## config.mk

```make
export PLATFORM = sky130hd
export DESIGN_NAME = mono_note_priority_stack_flat
export DESIGN_NICKNAME = d
export VERILOG_FILES = /design/src/hdl/nps_pkg.sv /design/src/hdl/nps_evt_if.sv /design/src/hdl/nps_res_if.sv /design/src/hdl/mono_note_priority_stack.sv /design/src/hdl/nps_core.sv /design/src/flat_wrapper.sv
export SDC_FILE = /design/constraint.sdc
export NUM_CORES = 1
export LEC_CHECK = 0
export ABC_AREA = 1
export BUFFER_PORTS_ARGS = -buffer_cell sky130_fd_sc_hd__buf_2
export CORE_MARGIN = 2
export CORE_UTILIZATION = 65
export DETAILED_ROUTE_END_ITERATION = 16
export PLACE_DENSITY = 0.84
export SLEW_MARGIN = 30
export SYNTH_ARGS = -nofsm -noshare
export SYNTH_HDL_FRONTEND = slang
export SYNTH_HIERARCHICAL = 1
export SYNTH_SLANG_ARGS = --single-unit
```

## constraint.sdc

```tcl
create_clock -name i_clk -period 8.4 [get_ports i_clk]
set_input_delay 0.84 -clock i_clk [delete_from_list [all_inputs] [get_ports i_clk]]
set_output_delay 0.84 -clock i_clk [all_outputs]
set_load 0.02 [all_outputs]
```

## src/hdl/nps_pkg.sv

```systemverilog
// ============================================================================
// nps_pkg: shared types and constants of the monophonic note stack
// Event and result items, stack entry layout, event kinds, register indexes,
// and the waveform reduction that takes a controller value modulo six.
// ============================================================================
package nps_pkg;

    localparam int STACK_DEPTH_DEF = 16;

    localparam int MIDI_W     = 7;
    localparam int KIND_W     = 2;
    localparam int WAVE_W     = 3;
    localparam int HELD_W     = 5;
    localparam int CFG_IDX_W  = 1;
    localparam int CFG_DATA_W = 7;

    localparam logic [KIND_W-1:0] KIND_ON  = 2'd0;
    localparam logic [KIND_W-1:0] KIND_OFF = 2'd1;
    localparam logic [KIND_W-1:0] KIND_CC  = 2'd2;

    localparam logic [CFG_IDX_W-1:0] REG_WAVE_CC   = 1'd0;
    localparam logic [CFG_IDX_W-1:0] REG_DETUNE_CC = 1'd1;

    localparam logic [MIDI_W-1:0] NOTE_RESET      = 7'd60;
    localparam logic [MIDI_W-1:0] WAVE_CC_RESET   = 7'd70;
    localparam logic [MIDI_W-1:0] DETUNE_CC_RESET = 7'd71;

    localparam int WAVE_COUNT = 6;

    typedef struct packed {
        logic [KIND_W-1:0] kind;
        logic [MIDI_W-1:0] note;
        logic [MIDI_W-1:0] velocity;
        logic [MIDI_W-1:0] ctrl_num;
        logic [MIDI_W-1:0] control_value;
    } t_event;

    typedef struct packed {
        logic              gate;
        logic [MIDI_W-1:0] current_note;
        logic [MIDI_W-1:0] current_velocity;
        logic [WAVE_W-1:0] waveform;
        logic [MIDI_W-1:0] detune_code;
        logic [HELD_W-1:0] held_count;
        logic              overflow;
    } t_result;

    // one stack entry as kept in memory
    typedef struct packed {
        logic [MIDI_W-1:0] note;
        logic [MIDI_W-1:0] vel;
    } t_entry;

    // voice state handed from the stack core to the top level
    typedef struct packed {
        logic              gate;
        logic [MIDI_W-1:0] note;
        logic [MIDI_W-1:0] velocity;
        logic [HELD_W-1:0] held_count;
        logic              overflow;
    } t_voice;

    // value modulo six by conditional subtraction of 96, 48, 24, 12, 6
    function automatic logic [WAVE_W-1:0] wave_of(input logic [MIDI_W-1:0] value);
        logic [MIDI_W-1:0] rem;
        rem = value;
        for (int k = 4; k >= 0; k--) begin
            if (rem >= MIDI_W'(WAVE_COUNT << k)) begin
                rem = rem - MIDI_W'(WAVE_COUNT << k);
            end
        end
        return rem[WAVE_W-1:0];
    endfunction

endpackage

```

## src/hdl/nps_evt_if.sv

```systemverilog
// ============================================================================
// nps_evt_if: event channel
// Valid/ready channel that carries one MIDI event item.
// ============================================================================
interface nps_evt_if;
    import nps_pkg::*;

    logic   valid;
    logic   ready;
    t_event data;

    modport source (output valid, output data, input ready);
    modport sink (input valid, input data, output ready);
endinterface

```

## src/hdl/nps_res_if.sv

```systemverilog
// ============================================================================
// nps_res_if: result channel
// Valid/ready channel that carries one voice result item.
// ============================================================================
interface nps_res_if;
    import nps_pkg::*;

    logic    valid;
    logic    ready;
    t_result data;

    modport source (output valid, output data, input ready);
    modport sink (input valid, input data, output ready);
endinterface

```

## src/hdl/mono_note_priority_stack.sv

```systemverilog
// ============================================================================
// mono_note_priority_stack: monophonic voice selection by last-note priority
// Takes MIDI note and control events, keeps the held notes on a stack and
// reports the voice state after every event.
// ============================================================================
// Usage:
//   i_evt carries one event item (kind, note, velocity, control number and
//   value); o_res returns exactly one result item per event, in order, with
//   gate, current note and velocity, waveform, detune code, held count and
//   the overflow flag. Both are valid/ready channels.
//   A control change, an ignored item, a note-off on an empty stack and a
//   note-on into a stack with room need no stack walk. A note-off searches
//   the entries for the note, moves those above the match down one place,
//   then reads the new top unless the stack is empty; a note-on into a full
//   stack shifts every entry down to drop the oldest. The stack memory has
//   one read and one write port, so search and compaction walk the stack at
//   one entry per cycle; one event is in the core at a time, so the next
//   event is taken only once the core is through with the current one.
//   A finished result sits in the output register, so the next event is
//   taken while o_res is stalled; the core holds its own result until that
//   register frees up, and i_evt.ready drops meanwhile.
//   Reset (synchronous, active low) empties the stack, closes the gate, sets
//   the note to 60, waveform sine, detune 0, and the control numbers to 70
//   and 71. No memory clearing is needed. Write control numbers through
//   i_cfg_* only while no event is in flight.
// ============================================================================
module mono_note_priority_stack #(
    parameter int STACK_DEPTH = nps_pkg::STACK_DEPTH_DEF
) (
    input  logic                             i_clk,
    input  logic                             i_rst_n,
    nps_evt_if.sink                          i_evt,
    nps_res_if.source                        o_res,
    input  logic                             i_cfg_we,
    input  logic [nps_pkg::CFG_IDX_W-1:0]    i_cfg_idx,
    input  logic [nps_pkg::CFG_DATA_W-1:0]   i_cfg_data
);
    import nps_pkg::*;

    logic   core_idle;
    logic   core_done;
    logic   accept;
    logic   take;
    t_voice voice;
    t_event evt;

    logic [MIDI_W-1:0] r_wave_cc;
    logic [MIDI_W-1:0] r_detune_cc;
    logic [WAVE_W-1:0] r_wave, n_wave;
    logic [MIDI_W-1:0] r_detune, n_detune;
    logic              r_out_valid;
    t_result           r_out;

    assign evt         = i_evt.data;
    // take an event whenever the core is free, even with a result waiting
    assign i_evt.ready = core_idle;
    assign accept      = i_evt.valid && core_idle;
    // move a finished result into the output register once it has room
    assign take        = core_done && (!r_out_valid || o_res.ready);

    nps_core #(
        .STACK_DEPTH (STACK_DEPTH)
    ) u_core (
        .i_clk   (i_clk),
        .i_rst_n (i_rst_n),
        .i_start (accept),
        .i_evt   (evt),
        .i_take  (take),
        .o_idle  (core_idle),
        .o_done  (core_done),
        .o_voice (voice)
    );

    // control change: waveform number wins when both numbers match
    always_comb begin
        n_wave   = r_wave;
        n_detune = r_detune;
        if (accept && (evt.kind == KIND_CC)) begin
            priority if (evt.ctrl_num == r_wave_cc) begin
                n_wave = wave_of(evt.control_value);
            end else if (evt.ctrl_num == r_detune_cc) begin
                n_detune = evt.control_value;
            end
        end
    end

    always_ff @(posedge i_clk) begin
        if (!i_rst_n) begin
            r_wave_cc   <= WAVE_CC_RESET;
            r_detune_cc <= DETUNE_CC_RESET;
            r_wave      <= '0;
            r_detune    <= '0;
            r_out_valid <= 1'b0;
        end else begin
            if (i_cfg_we) begin
                unique case (i_cfg_idx)
                    REG_WAVE_CC:   r_wave_cc   <= i_cfg_data;
                    REG_DETUNE_CC: r_detune_cc <= i_cfg_data;
                endcase
            end
            r_wave   <= n_wave;
            r_detune <= n_detune;
            if (take) begin
                r_out_valid <= 1'b1;
            end else if (o_res.ready) begin
                r_out_valid <= 1'b0;
            end
        end
    end

    // result payload: hold until the receiver takes it
    always_ff @(posedge i_clk) begin
        if (take) begin
            r_out <= '{gate:             voice.gate,
                       current_note:     voice.note,
                       current_velocity: voice.velocity,
                       waveform:         r_wave,
                       detune_code:      r_detune,
                       held_count:       voice.held_count,
                       overflow:         voice.overflow};
        end
    end

    assign o_res.valid = r_out_valid;
    assign o_res.data  = r_out;

endmodule

```

## src/hdl/nps_core.sv

```systemverilog
// ============================================================================
// nps_core: note stack sequencer
// Holds the note stack in a synchronous memory, pushes, searches and
// compacts it one entry per cycle, and keeps the current voice.
// ============================================================================
module nps_core #(
    parameter int STACK_DEPTH = nps_pkg::STACK_DEPTH_DEF
) (
    input  logic            i_clk,
    input  logic            i_rst_n,
    input  logic            i_start,
    input  nps_pkg::t_event i_evt,
    input  logic            i_take,
    output logic            o_idle,
    output logic            o_done,
    output nps_pkg::t_voice o_voice
);
    import nps_pkg::*;

    localparam int AW = (STACK_DEPTH > 1) ? $clog2(STACK_DEPTH) : 1;
    localparam int CW = $clog2(STACK_DEPTH + 1);
    localparam logic [CW-1:0] FULL = CW'(STACK_DEPTH);

    localparam logic [1:0] S_IDLE = 2'd0;
    localparam logic [1:0] S_SCAN = 2'd1;
    localparam logic [1:0] S_TOP  = 2'd2;
    localparam logic [1:0] S_DONE = 2'd3;

    t_entry r_mem [STACK_DEPTH];
    t_entry r_rdata;

    logic [1:0]        r_state, n_state;
    logic [CW-1:0]     r_cnt, n_cnt;
    logic [CW-1:0]     r_idx, n_idx;
    logic [AW-1:0]     r_rd_idx, n_rd_idx;
    logic              r_rd_valid, n_rd_valid;
    logic              r_found, n_found;
    logic              r_mode_ovf, n_mode_ovf;
    logic              r_ovf, n_ovf;
    logic [MIDI_W-1:0] r_note, n_note;
    logic [MIDI_W-1:0] r_vel, n_vel;
    logic [MIDI_W-1:0] r_vnote, n_vnote;
    logic [MIDI_W-1:0] r_vvel, n_vvel;
    logic              r_gate, n_gate;

    logic          mem_we;
    logic [AW-1:0] mem_waddr;
    t_entry        mem_wdata;
    logic          mem_re;
    logic [AW-1:0] mem_raddr;

    logic          is_on;
    logic          is_off;
    logic [CW-1:0] cnt_new;

    assign is_on   = (i_evt.kind == KIND_ON) && (i_evt.velocity != '0);
    assign is_off  = ((i_evt.kind == KIND_ON) && (i_evt.velocity == '0))
                  || (i_evt.kind == KIND_OFF);
    assign cnt_new = r_cnt - CW'(r_found);

    always_ff @(posedge i_clk) begin
        if (mem_we) begin
            r_mem[mem_waddr] <= mem_wdata;
        end
        if (mem_re) begin
            r_rdata <= r_mem[mem_raddr];
        end
    end

    always_comb begin
        n_state    = r_state;
        n_cnt      = r_cnt;
        n_idx      = r_idx;
        n_rd_idx   = r_rd_idx;
        n_rd_valid = r_rd_valid;
        n_found    = r_found;
        n_mode_ovf = r_mode_ovf;
        n_ovf      = r_ovf;
        n_note     = r_note;
        n_vel      = r_vel;
        n_vnote    = r_vnote;
        n_vvel     = r_vvel;
        n_gate     = r_gate;
        mem_we     = 1'b0;
        mem_waddr  = '0;
        mem_wdata  = '{note: r_note, vel: r_vel};
        mem_re     = 1'b0;
        mem_raddr  = '0;

        unique case (r_state)
            S_IDLE: begin
                if (i_start) begin
                    n_note     = i_evt.note;
                    n_vel      = i_evt.velocity;
                    n_ovf      = 1'b0;
                    n_found    = 1'b0;
                    n_mode_ovf = 1'b0;
                    n_rd_valid = 1'b0;
                    n_idx      = '0;
                    n_state    = S_DONE;
                    if (is_on) begin
                        if (r_cnt < FULL) begin
                            mem_we    = 1'b1;
                            mem_waddr = r_cnt[AW-1:0];
                            mem_wdata = '{note: i_evt.note, vel: i_evt.velocity};
                            n_cnt     = r_cnt + CW'(1);
                            n_vnote   = i_evt.note;
                            n_vvel    = i_evt.velocity;
                            n_gate    = 1'b1;
                        end else begin
                            // drop the oldest: shift entries 1.. down by one
                            n_ovf      = 1'b1;
                            n_mode_ovf = 1'b1;
                            n_found    = 1'b1;
                            n_idx      = CW'(1);
                            n_state    = S_SCAN;
                        end
                    end else if (is_off) begin
                        if (r_cnt == '0) begin
                            n_gate = 1'b0;
                            n_vvel = '0;
                        end else begin
                            n_state = S_SCAN;
                        end
                    end
                end
            end
            S_SCAN: begin
                if (r_idx < r_cnt) begin
                    mem_re     = 1'b1;
                    mem_raddr  = r_idx[AW-1:0];
                    n_idx      = r_idx + CW'(1);
                    n_rd_valid = 1'b1;
                    n_rd_idx   = r_idx[AW-1:0];
                end else begin
                    n_rd_valid = 1'b0;
                end
                // past the match, move each entry down one place
                if (r_rd_valid) begin
                    if (r_found) begin
                        mem_we    = 1'b1;
                        mem_waddr = r_rd_idx - AW'(1);
                        mem_wdata = r_rdata;
                    end else if (r_rdata.note == r_note) begin
                        n_found = 1'b1;
                    end
                end
                if ((r_idx >= r_cnt) && !r_rd_valid) begin
                    if (r_mode_ovf) begin
                        mem_we    = 1'b1;
                        mem_waddr = AW'(STACK_DEPTH - 1);
                        mem_wdata = '{note: r_note, vel: r_vel};
                        n_vnote   = r_note;
                        n_vvel    = r_vel;
                        n_gate    = 1'b1;
                        n_state   = S_DONE;
                    end else begin
                        n_cnt = cnt_new;
                        if (cnt_new == '0) begin
                            n_gate  = 1'b0;
                            n_vvel  = '0;
                            n_state = S_DONE;
                        end else begin
                            mem_re    = 1'b1;
                            mem_raddr = AW'(cnt_new - CW'(1));
                            n_state   = S_TOP;
                        end
                    end
                end
            end
            S_TOP: begin
                n_vnote = r_rdata.note;
                n_vvel  = r_rdata.vel;
                n_gate  = 1'b1;
                n_state = S_DONE;
            end
            S_DONE: begin
                if (i_take) begin
                    n_state = S_IDLE;
                end
            end
        endcase
    end

    always_ff @(posedge i_clk) begin
        if (!i_rst_n) begin
            r_state    <= S_IDLE;
            r_cnt      <= '0;
            r_idx      <= '0;
            r_rd_valid <= 1'b0;
            r_found    <= 1'b0;
            r_mode_ovf <= 1'b0;
            r_ovf      <= 1'b0;
            r_vnote    <= NOTE_RESET;
            r_vvel     <= '0;
            r_gate     <= 1'b0;
        end else begin
            r_state    <= n_state;
            r_cnt      <= n_cnt;
            r_idx      <= n_idx;
            r_rd_valid <= n_rd_valid;
            r_found    <= n_found;
            r_mode_ovf <= n_mode_ovf;
            r_ovf      <= n_ovf;
            r_vnote    <= n_vnote;
            r_vvel     <= n_vvel;
            r_gate     <= n_gate;
        end
    end

    always_ff @(posedge i_clk) begin
        r_note   <= n_note;
        r_vel    <= n_vel;
        r_rd_idx <= n_rd_idx;
    end

    assign o_idle  = (r_state == S_IDLE);
    assign o_done  = (r_state == S_DONE);
    assign o_voice = '{gate:       r_gate,
                       note:       r_vnote,
                       velocity:   r_vvel,
                       held_count: HELD_W'(r_cnt),
                       overflow:   r_ovf};

`ifndef SYNTHESIS
    a_cnt_bound: assert property (@(posedge i_clk) disable iff (!i_rst_n)
        r_cnt <= FULL)
        else $error("note stack count beyond depth");

    a_gate_cnt: assert property (@(posedge i_clk) disable iff (!i_rst_n)
        r_gate == (r_cnt != '0))
        else $error("gate disagrees with stack occupancy");

    a_closed_vel: assert property (@(posedge i_clk) disable iff (!i_rst_n)
        !r_gate |-> (r_vvel == '0))
        else $error("velocity nonzero with gate closed");

    a_ovf_full: assert property (@(posedge i_clk) disable iff (!i_rst_n)
        r_ovf |-> (r_cnt == FULL))
        else $error("overflow flagged on a stack that is not full");

    a_no_rw_clash: assert property (@(posedge i_clk) disable iff (!i_rst_n)
        (mem_we && mem_re) |-> (mem_waddr != mem_raddr))
        else $error("stack memory read and write hit the same entry");
`endif

endmodule

```

## src/flat_wrapper.sv

```systemverilog
// flat-port wrapper written by rule: the top's interface ports become plain ports
module mono_note_priority_stack_flat import nps_pkg::*;
#(
    parameter int STACK_DEPTH = nps_pkg::STACK_DEPTH_DEF
)
  (i_clk, i_rst_n, i_cfg_we, i_cfg_idx, i_cfg_data, i_evt_valid, i_evt_data, i_evt_ready, o_res_valid, o_res_data, o_res_ready);
  nps_evt_if i_evt_i ();
  nps_res_if o_res_i ();
  input  logic i_clk;
  input  logic i_rst_n;
  input  logic i_cfg_we;
  input  logic [nps_pkg::CFG_IDX_W-1:0] i_cfg_idx;
  input  logic [nps_pkg::CFG_DATA_W-1:0] i_cfg_data;
  input wire logic [$bits(i_evt_i.valid)-1:0] i_evt_valid;
  input wire logic [$bits(i_evt_i.data)-1:0] i_evt_data;
  output wire logic [$bits(i_evt_i.ready)-1:0] i_evt_ready;
  output wire logic [$bits(o_res_i.valid)-1:0] o_res_valid;
  output wire logic [$bits(o_res_i.data)-1:0] o_res_data;
  input wire logic [$bits(o_res_i.ready)-1:0] o_res_ready;
  assign i_evt_i.valid = i_evt_valid;
  assign i_evt_i.data = i_evt_data;
  assign i_evt_ready = i_evt_i.ready;
  assign o_res_valid = o_res_i.valid;
  assign o_res_data = o_res_i.data;
  assign o_res_i.ready = o_res_ready;
  mono_note_priority_stack #(.STACK_DEPTH(STACK_DEPTH)) u_core (.i_clk(i_clk), .i_rst_n(i_rst_n), .i_evt(i_evt_i), .o_res(o_res_i), .i_cfg_we(i_cfg_we), .i_cfg_idx(i_cfg_idx), .i_cfg_data(i_cfg_data));
endmodule
```

==> results.txt, run 1 <==
----------------------------------------------------
[Yosys]
  Synthesis warning total ... 6
  FFs w/ async S/R, synth ... 0
  Commonest cells post-synth ... 318 x sky130_fd_sc_hd__inv_1, 287 x sky130_fd_sc_hd__edfxtp_1, 262 x sky130_fd_sc_hd__nand2_1
  Cell types occupying the most area after synthesis ... sky130_fd_sc_hd__edfxtp_1 53%, sky130_fd_sc_hd__nand3_1 7.3%, sky130_fd_sc_hd__inv_1 7.3%
  Post-Synth Simple-Gate Area ... 0.220
  Area share of the leading cell type in the synthesized netlist ... 0.525
  Average footprint of a synthesized cell ... between 9 and 10 sq um
  Most common cell in the synthesized netlist ... sky130_fd_sc_hd__inv_1
  Portion of the post-synthesis area used by sequential elements ... 0.592
  Mux cell area share after synthesis ... 0
  Gate count of the mapped netlist ... 1696
  Area fraction in compound gates after synthesis ... 0.0556
  Synth area leader ... sky130_fd_sc_hd__edfxtp_1
  Synthesized netlist net count ... 1760
  Number of enable flip-flop cells after synthesis ... approximately 290
  Primary flip-flop cell chosen by synthesis mapping ... sky130_fd_sc_hd__edfxtp_1
  Area share of xor/xnor cells in the synthesized design ... 0.0122
  Main combinational cell family by area after synthesis ... simple AND/OR/NAND/NOR gates
  Number of synthesized register bits ... around 340
  Mapped cell area ... ~16000 sq um
  Post-Synth Adder-Cell Area ... 0.0160
  Number of unique standard cell types used by synthesis ... slightly below 50

[Min path]
  Hold Startpoint ... u_core/r_detune[2]$_SDFFE_PN0P_
  Worst min-delay path endpoint ... u_core/o_res.data[8]$_DFFE_PP_
  Class of the most critical hold timing path ... reg -> reg
  Min-Delay Path Depth ... 0

[Clock tree]
  Clk pin slew, worst setup/hold paths ... around 0.06 ns
  Number of gates resized after CTS ... 0
  Clock insertion delay at the later pin of the skew report ... ~0.52 ns
  Maximum level of the CTS H-tree ... 2
  Worst-case clock buffer depth ... 3
  Hold bufs inserted after CTS ... 0
  Number of CTS-inserted buffers ... 36
  Clock Root Buffer ... sky130_fd_sc_hd__clkbuf_16
  Clock sinks ... 342
  Clock tree from TritonCTS ... built
  Number of post-CTS setup repair buffers ... 0

[Placement]
  Final estimated routing congestion in global placement ... roughly 0.88
  Port bufs ... between 70 and 80
  DP Area ... approximately 17000 sq um
  Worst slack at placement ... roughly 4 ns
  HPWL after detailed placement ... roughly 25 mm

[Setup path]
  Category of the worst setup path capture point ... flip-flop
  Slack of the worst reg-to-reg path ... slightly below 4 ns
  CP dominant cell by count ... sky130_fd_sc_hd__inv_1
  Startpoint kind of the worst setup timing path ... flip-flop
  Required time of the worst setup path ... slightly below 9 ns
  Highest fanout seen on the critical path ... between 40 and 50
  Start of the worst register-to-register path ... u_core/u_core/r_state[1]$_SDFFE_PN0P_
  Reg2Reg Capture Point ... u_core/u_core/r_rdata[5]$_DFFE_PP_
  Cell chain of the critical path ... inv_1 > ha_4 > inv_1 > nor2_1 > inv_1 > nor2_2 > nand2_2 > o21ai_2 > nand3_1 > inv_1 > nand3_1 > nand2_1
  Worst Reg2Reg Path Length in Cells ... 12
  Slowest stage cell on the critical path ... sky130_fd_sc_hd__nand3_1
  Signal arrival time at the worst endpoint ... a little under 5 ns
  Slowest Stage Delay on Critical Path ... 0.88 ns
  Critical path class ... reg -> reg

[STA]
  Hold Worst Slack ... 0.425 ns
  Slew HR ... 0.347
  Number of setup violations in the final report ... 0
  Share of the cycle needed by the critical path after routing ... 0.535
  Setup TNS after final layout ... 0 ns
  Shortest period the worst path allows ... around 4.5 ns
  Maximum clock frequency ... between 200 and 250 MHz
  Setup repair after global routing missed its margin ... false
  Count of pins over their slew limit ... 0
  Final count of hold timing violations ... 0
  Transition time at the pin with the least slew margin ... between 0.9 and 1 ns
  Clock skew after layout ... approximately 0.021 ns
  Post-route worst setup slack ... between 3 and 4 ns

[Power and ir drop]
  Total leakage power ... between 0.007 and 0.008 uW
  Power Dens Cells ... between 300 and 400 nW/um^2
  Max rail drop VDD ... about 0.26 mV

[Route]
  Number of nets with antenna violations after routing ... 0
  DRC errors left ... 0
  DRT Pass-1 Iters ... 7
  Detailed-route vias per instance ... between 6 and 7
  Detailed-route wire length per cell ... roughly 19 um
  Count of routing violations after the opening detailed-route iteration ... slightly below 2000
  Routed via count ... roughly 13000
  Routed wire length ... around 40 mm

[Final layout]
  Fin area ... around 18000 sq um
  Post-layout utilization of the core ... 0.728
  Total number of nets in the final design ... between 1500 and 2000
  Share of cells above drive strength 1 ... 0.122
  Antenna diode count ... 0
  FILL cells ... 1677
  Area overhead of the layout relative to synthesis ... 10.8%

[Global route]
  Remaining global-route overflow ... 0
  Pin count of the biggest net entering global routing ... between 90 and 100
  Most used routing layer in global routing ... met2
  Met1 Track Usage GR ... 0.418
  Met3 global-route usage ... 0.0507
  Number of antenna violations at the first check in global routing ... 0
  Vias in the first global route ... 12377
  Global-route wire length before repair ... approximately 64 mm
  GRT Resource Usage Total ... 0.305
  GR Util met2 ... 0.490

[Status]
  Run status ... completed

[Floorplanning]
  Row cnt ... 58
  Floorplan Core Area ... 25000 sq um
  Total die area ... 26500 sq um
  Floorplan die width ... 163 um
  Initial core utilization ... 0.657
  Die extent in y ... ~160 um
  IO Count ... 76

[Run]
  Number of max-cap violations ... 0

----------------------------------------------------
-- layout by cell type, fill, tap and decap left out, drive strengths merged --
cell type,netlist,layout
o311ai,1,1
a21oi,35,35
nand4,119,119
o22ai,7,7
a31oi,2,2
nor4,1,1
o41ai,1,1
ha,21,21
clkinv,2,17
a22oi,4,4
o21bai,1,1
nand3,245,245
a211oi,4,4
nand3b,2,2
o211ai,27,27
or2,2,2
and3,1,1
edfxtp,287,287
o221ai,15,15
xnor2,11,11
o2111ai,3,3
buf,69,112
nor2,84,84
and2,1,1
dfxtp,55,55
inv,324,327
o21ai,44,44
o21a,1,1
nand2,281,281
clkbuf,22,46
nor3,10,10
xor2,11,11
nor3b,3,3
-- area by class of cell --
type                    instances  area, sq um  share of cell area
inverters                     326         1220              0.0674
multi-input cells             937         5070               0.279
flip-flops and latches        342         9720               0.535
repair buffers                112          688              0.0379
well taps                     330          413              0.0227
clock buffers                  46          960              0.0528
clock inverters                18          100             0.00551
-- layer usage --
metal | share of wire | wire length [um]
met1 | 0.38 | 15500
met2 | 0.47 | 19100
met3 | 0.11 | 4500
met4 | 0.033 | 1340
met5 | 0 | 0
-- worst max-delay path by stage --
stage	slack [ns]	depth (start not counted)	endpoint	start
after CTS	3.99	15	u_core/u_core/r_rdata[0]$_DFFE_PP_	u_core/u_core/r_cnt[0]$_SDFFE_PN0P_
final	3.90	12	u_core/u_core/r_rdata[5]$_DFFE_PP_	u_core/u_core/r_state[1]$_SDFFE_PN0P_
after floorplan	5.09	6	u_core/u_core/r_state[0]$_SDFFE_PN0P_	o_res_ready
after detailed placement	4.00	15	u_core/u_core/r_rdata[0]$_DFFE_PP_	u_core/u_core/r_cnt[0]$_SDFFE_PN0P_
after global placement	3.81	15	u_core/u_core/r_rdata[4]$_DFFE_PP_	u_core/u_core/r_cnt[0]$_SDFFE_PN0P_
after global routing	3.59	12	u_core/u_core/r_rdata[10]$_DFFE_PP_	u_core/u_core/r_state[1]$_SDFFE_PN0P_
-- worst max-delay path: cells and delay by family, from the launching register on --
family                   cells  cell delay [ns]
AND/OR/NAND/NOR              6             1.65
buffers and inverters        4             1.45
adder cells (fa/ha/maj)      1             0.52
AO/OA/AOI/OAI                1             0.37
flip-flops                   1             0.34
-- registers in the layout, indices dropped and copies added (netlist names), 2 cells and up --
| signal | count |
|---|---|
| u_core/u_core/r_rd_idx | 4 |
| u_core/u_core/r_vvel | 7 |
| u_core/r_wave_cc | 7 |
| u_core/u_core/r_rdata | 14 |
| u_core/u_core/r_vnote | 7 |
| u_core/r_wave | 3 |
| u_core/u_core/r_mem | 224 |
| u_core/u_core/r_state | 2 |
| u_core/r_detune | 7 |
| u_core/u_core/r_cnt | 5 |
| u_core/u_core/r_note | 7 |
| u_core/r_detune_cc | 7 |
| u_core/u_core/r_vel | 7 |
| u_core/o_res.data | 31 |
| u_core/u_core/r_idx | 5 |
-- report_power, final --
| group | internal [uW] | switching [uW] |
|---|---|---|
| Sequential | 2250 | 86.9 |
| Combinational | 526 | 1550 |
| Clock | 812 | 640 |
| Total | 3590 | 2280 |
-- kinds of logic (layout without fill, tap and decap cells) --
kind of cell    Yosys count  count (layout)
compound gates          145             145
xor+xnor                 22              22
flops                   342             342
buf+inv                 417             502
fa+ha+maj                21              21
simple gates            749             749
-- metrics by stage --
stage,instances,power (uW)
after floorplan,1696,3770
after global placement,2043,4250
after detailed placement,2046,4340
after CTS,2110,5800
after global routing,2111,6120
final,2111,5870
Power figures use the tool's default switching activity.
==> run 2, diff against run 1 <==
--- a/config.mk
+++ b/config.mk
@@ -8,9 +8,9 @@
 export ABC_AREA = 1
 export BUFFER_PORTS_ARGS = -buffer_cell sky130_fd_sc_hd__buf_2
 export CORE_MARGIN = 2
-export CORE_UTILIZATION = 65
+export CORE_UTILIZATION = 62
 export DETAILED_ROUTE_END_ITERATION = 16
-export PLACE_DENSITY = 0.84
+export PLACE_DENSITY = 0.8
 export SLEW_MARGIN = 30
 export SYNTH_ARGS = -nofsm -noshare
 export SYNTH_HDL_FRONTEND = slang
==> constraint.sdc (replaced) <==
create_clock -name i_clk -period 4.7 [get_ports i_clk]
set_input_delay 0.47 -clock i_clk [delete_from_list [all_inputs] [get_ports i_clk]]
set_output_delay 0.47 -clock i_clk [all_outputs]
set_load 0.02 [all_outputs]
==> run 2 against run 1 <==
Critical path depth is 3 higher. Worst setup slack worse by 3.3 ns. Routed wire length is 1.3% lower. Worst hold slack got worse by 0.26 ns. Largest cell class unchanged. Cell count grew 0.66%. Design area up 0.44%. First-iteration DRC count down 8.5%. Clock skew rose by 0.0026 ns. Largest power group unchanged.
==> results.txt, run 2 (synthesized netlist as in run 1, its figures left out) <==
----------------------------------------------------
[Setup path]
  Reg2Reg Capture Point ... u_core/u_core/r_rdata[4]$_DFFE_PP_
  Start of the worst register-to-register path ... u_core/u_core/r_cnt[0]$_SDFFE_PN0P_
  Highest fanout seen on the critical path ... 33 (-28%)
  Slack of the worst reg-to-reg path ... 0.57 ns (-3.34 ns)
  Required time of the worst setup path ... 4.97 ns (-3.81 ns)
  Kind of cell adding the most delay to the critical path ... simple AND/OR/NAND/NOR gates
  Slowest stage cell on the critical path ... sky130_fd_sc_hd__nand3_2
  CP dominant cell by count ... sky130_fd_sc_hd__nand3_1
  Signal arrival time at the worst endpoint ... 4.40 ns (-0.48 ns)
  Buffering stage count on the worst path with inverters included ... 2 (-2)
  Category of the worst setup path capture point ... flip-flop
  Slowest Stage Delay on Critical Path ... 0.72 ns (-0.16 ns)
  Startpoint kind of the worst setup timing path ... flip-flop
  Critical path class ... reg -> reg
  Cell chain of the critical path ... inv_1 > ha_1 > ha_1 > ha_1 > nand3_1 > nor2_2 > nor2_2 > nand2_2 > o21ai_2 > nand3_2 > buf_4 > nand3_1 > nand3_1 > nand3_1 > nand2_1
  Worst Reg2Reg Path Length in Cells ... 15 (+3)

[Final layout]
  Area overhead of the layout relative to synthesis ... 11.3%
  Sequential cell area ... 9720 sq um (unchanged)
  Antenna diode count ... 0 (unchanged)
  Most common library cell in the layout ignoring fill and taps ... sky130_fd_sc_hd__inv_1
  Total number of nets in the final design ... 1830 (+0.60%)
  Post-layout utilization of the core ... 0.701 (-0.0275)
  Register ranked first by flip-flop count ... u_core/u_core/r_mem
  Share of cells above drive strength 1 ... 0.127 (+0.00497)
  Most frequent cells in the layout ... 318 x sky130_fd_sc_hd__inv_1, 287 x sky130_fd_sc_hd__edfxtp_1, 261 x sky130_fd_sc_hd__nand2_1
  Multi-input logic area ... 5050 sq um (-0.57%)
  Flip-flop count of the largest register, all copies and words added ... 224 (unchanged)
  FILL cells ... 1859 (+11%)

[Clock tree]
  Clock insertion delay at the later pin of the skew report ... 0.53 ns (about the same)
  Number of CTS-inserted buffers ... 35 (-2.8%)
  Clock sinks ... 342 (unchanged)
  Number of gates resized after CTS ... 0 (unchanged)
  Worst-case clock buffer depth ... 3 (unchanged)
  Clk pin slew, worst setup/hold paths ... 0.06 ns (about the same)
  Hold bufs inserted after CTS ... 0 (unchanged)
  Clock Root Buffer ... sky130_fd_sc_hd__clkbuf_16
  Clock tree from TritonCTS ... built
  Maximum level of the CTS H-tree ... 2 (unchanged)
  Number of post-CTS setup repair buffers ... 0 (unchanged)

[STA]
  Transition time at the pin with the least slew margin ... 0.911 ns (-0.0684 ns)
  Final count of hold timing violations ... 0 (unchanged)
  Share of the cycle needed by the critical path after routing ... 0.879 (+0.344)
  Slew HR ... 0.392 (+0.0455)
  Maximum clock frequency ... 242 MHz (+8.8%)
  Hold Worst Slack ... 0.160 ns (-0.265 ns)
  Shortest period the worst path allows ... 4.13 ns (-0.364 ns)
  Clock skew after layout ... 0.0234 ns (+0.00264 ns)
  Number of setup violations in the final report ... 0 (unchanged)
  Setup repair after global routing missed its margin ... false
  Count of pins over their slew limit ... 0 (unchanged)
  Setup TNS after final layout ... 0 ns (unchanged)

[Route]
  Detailed-route wire length per cell ... 18.8 um (-2.0%)
  Number of nets with antenna violations after routing ... 0 (unchanged)
  DRT Pass-1 Iters ... 6 (-1)
  Detailed-route vias per instance ... 6.00 (-1.9%)
  Count of routing violations after the opening detailed-route iteration ... 1776 (-8.5%)
  DRC errors left ... 0 (unchanged)
  Routed via count ... 12750 (-1.3%)
  Routed wire length ... 39.9 mm (-1.3%)

[Min path]
  Class of the most critical hold timing path ... in -> reg
  Hold Startpoint ... i_evt_data[18]
  Worst min-delay path endpoint ... u_core/u_core/r_vel[4]$_DFFE_PP_
  Min-Delay Path Depth ... 1 (+1)

[Status]
  Run status ... completed

[Power and ir drop]
  Power Dens Cells ... 578 nW/um^2 (+79%)
  P_sw ... 4040 uW (+78%)
  Portion of total power attributed to combinational logic ... 0.355 (about the same)
  Share of total power consumed by net switching ... 0.383 (-0.00502)
  Clock Power Share ... 0.250 (+0.003)
  Internal power ... 6510 uW (+81%)
  Max rail drop VDD ... 0.496 mV (+92%)
  Total leakage power ... 0.00779 uW (+0.81%)
  Sequential fraction of design power ... 0.396 (-0.002)

[Floorplanning]
  IO Count ... 76 (unchanged)
  Floorplan Core Area ... 26100 sq um (+4.4%)
  Floorplan die width ... 167 um (+2.3%)
  Initial core utilization ... 0.630 (-0.0276)
  Die extent in y ... 167 um (+2.3%)
  Row cnt ... 59 (+1.7%)
  Total die area ... 27800 sq um (+4.7%)

[Global route]
  Remaining global-route overflow ... 0 (unchanged)
  GRT Resource Usage Total ... 0.288 (-0.0169)
  Vias in the first global route ... 12027 (-2.8%)
  Pin count of the biggest net entering global routing ... 88 (-4.3%)
  Number of antenna violations at the first check in global routing ... 0 (unchanged)
  Global-route wire length before repair ... 64.2 mm (+0.53%)

[Placement]
  Port bufs ... 75 (unchanged)
  HPWL after detailed placement ... 25.7 mm (+3.2%)
  Final estimated routing congestion in global placement ... 0.928 (+5.6%)

[Run]
  Number of max-cap violations ... 0 (unchanged)

----------------------------------------------------
run 2: changes by cell type in the layout (fill, tap and decap cells not counted), moves of 2 or more:
| cell | delta |
|---|---|
| sky130_fd_sc_hd__inv_6 | -2 |
| sky130_fd_sc_hd__buf_2 | -2 |
| sky130_fd_sc_hd__o221ai_2 | -4 |
| sky130_fd_sc_hd__clkbuf_8 | +2 |
| sky130_fd_sc_hd__buf_4 | +14 |
| sky130_fd_sc_hd__clkinv_1 | -3 |
| sky130_fd_sc_hd__clkbuf_1 | -2 |
| sky130_fd_sc_hd__o221ai_1 | +4 |
run 2: layout make-up:
type                            count  area share
Inverter                          326      0.0671
Multi-Input combinational cell    937       0.276
Clock inverter                     15     0.00630
Clock buffer                       46      0.0526
Tap cell                          335      0.0230
Timing Repair Buffer              124      0.0425
Sequential cell                   342       0.532
run 2: routing by layer:
metal,part of all wire,up-vias,GRT usage,wire [um]
met3,0.11,92,0.0425,4350
li1,-,5911,-,-
met4,0.023,0,0.0802,924
met2,0.47,760,0.461,18700
met1,0.40,5987,0.417,16000
met5,0,-,0,0
run 2: worst max-delay path by stage:
stage | cells after the start | start | to
finish | 15 | u_core/u_core/r_cnt[0]$_SDFFE_PN0P_ | u_core/u_core/r_rdata[4]$_DFFE_PP_
CTS | 15 | u_core/u_core/r_cnt[0]$_SDFFE_PN0P_ | u_core/u_core/r_rdata[4]$_DFFE_PP_
floorplan | 7 | u_core/u_core/r_state[1]$_SDFFE_PN0P_ | u_core/u_core/r_state[0]$_SDFFE_PN0P_
global placement | 15 | u_core/u_core/r_cnt[0]$_SDFFE_PN0P_ | u_core/u_core/r_rdata[2]$_DFFE_PP_
detailed placement | 15 | u_core/u_core/r_cnt[0]$_SDFFE_PN0P_ | u_core/u_core/r_rdata[2]$_DFFE_PP_
global route | 15 | u_core/u_core/r_cnt[0]$_SDFFE_PN0P_ | u_core/u_core/r_rdata[4]$_DFFE_PP_
run 2: power by group through the flow:
stage / sequential (uW) / clock [uW] / combinational, uW
4_1_cts: 4170 / 2650 / 3640
2_1_floorplan: 4230 / 0 / 2510
3_5_place_dp: 4230 / 0 / 3600
5_1_grt: 4200 / 2790 / 4070
6_report: 4180 / 2640 / 3740
3_3_place_gp: 4230 / 0 / 3520
run 2: metrics by stage:
step / cell area, sq um / total power, uW / worst slack [ns] / instances
after floorplan: 16400 / 6740 / 1.69 / 1696
after global placement: 17100 / 7750 / 0.898 / 2063
after detailed placement: 17200 / 7840 / 0.751 / 2063
after CTS: 18200 / 10500 / 0.667 / 2124
after global routing: 18300 / 11100 / 0.247 / 2125
final: 18300 / 10600 / 0.569 / 2125
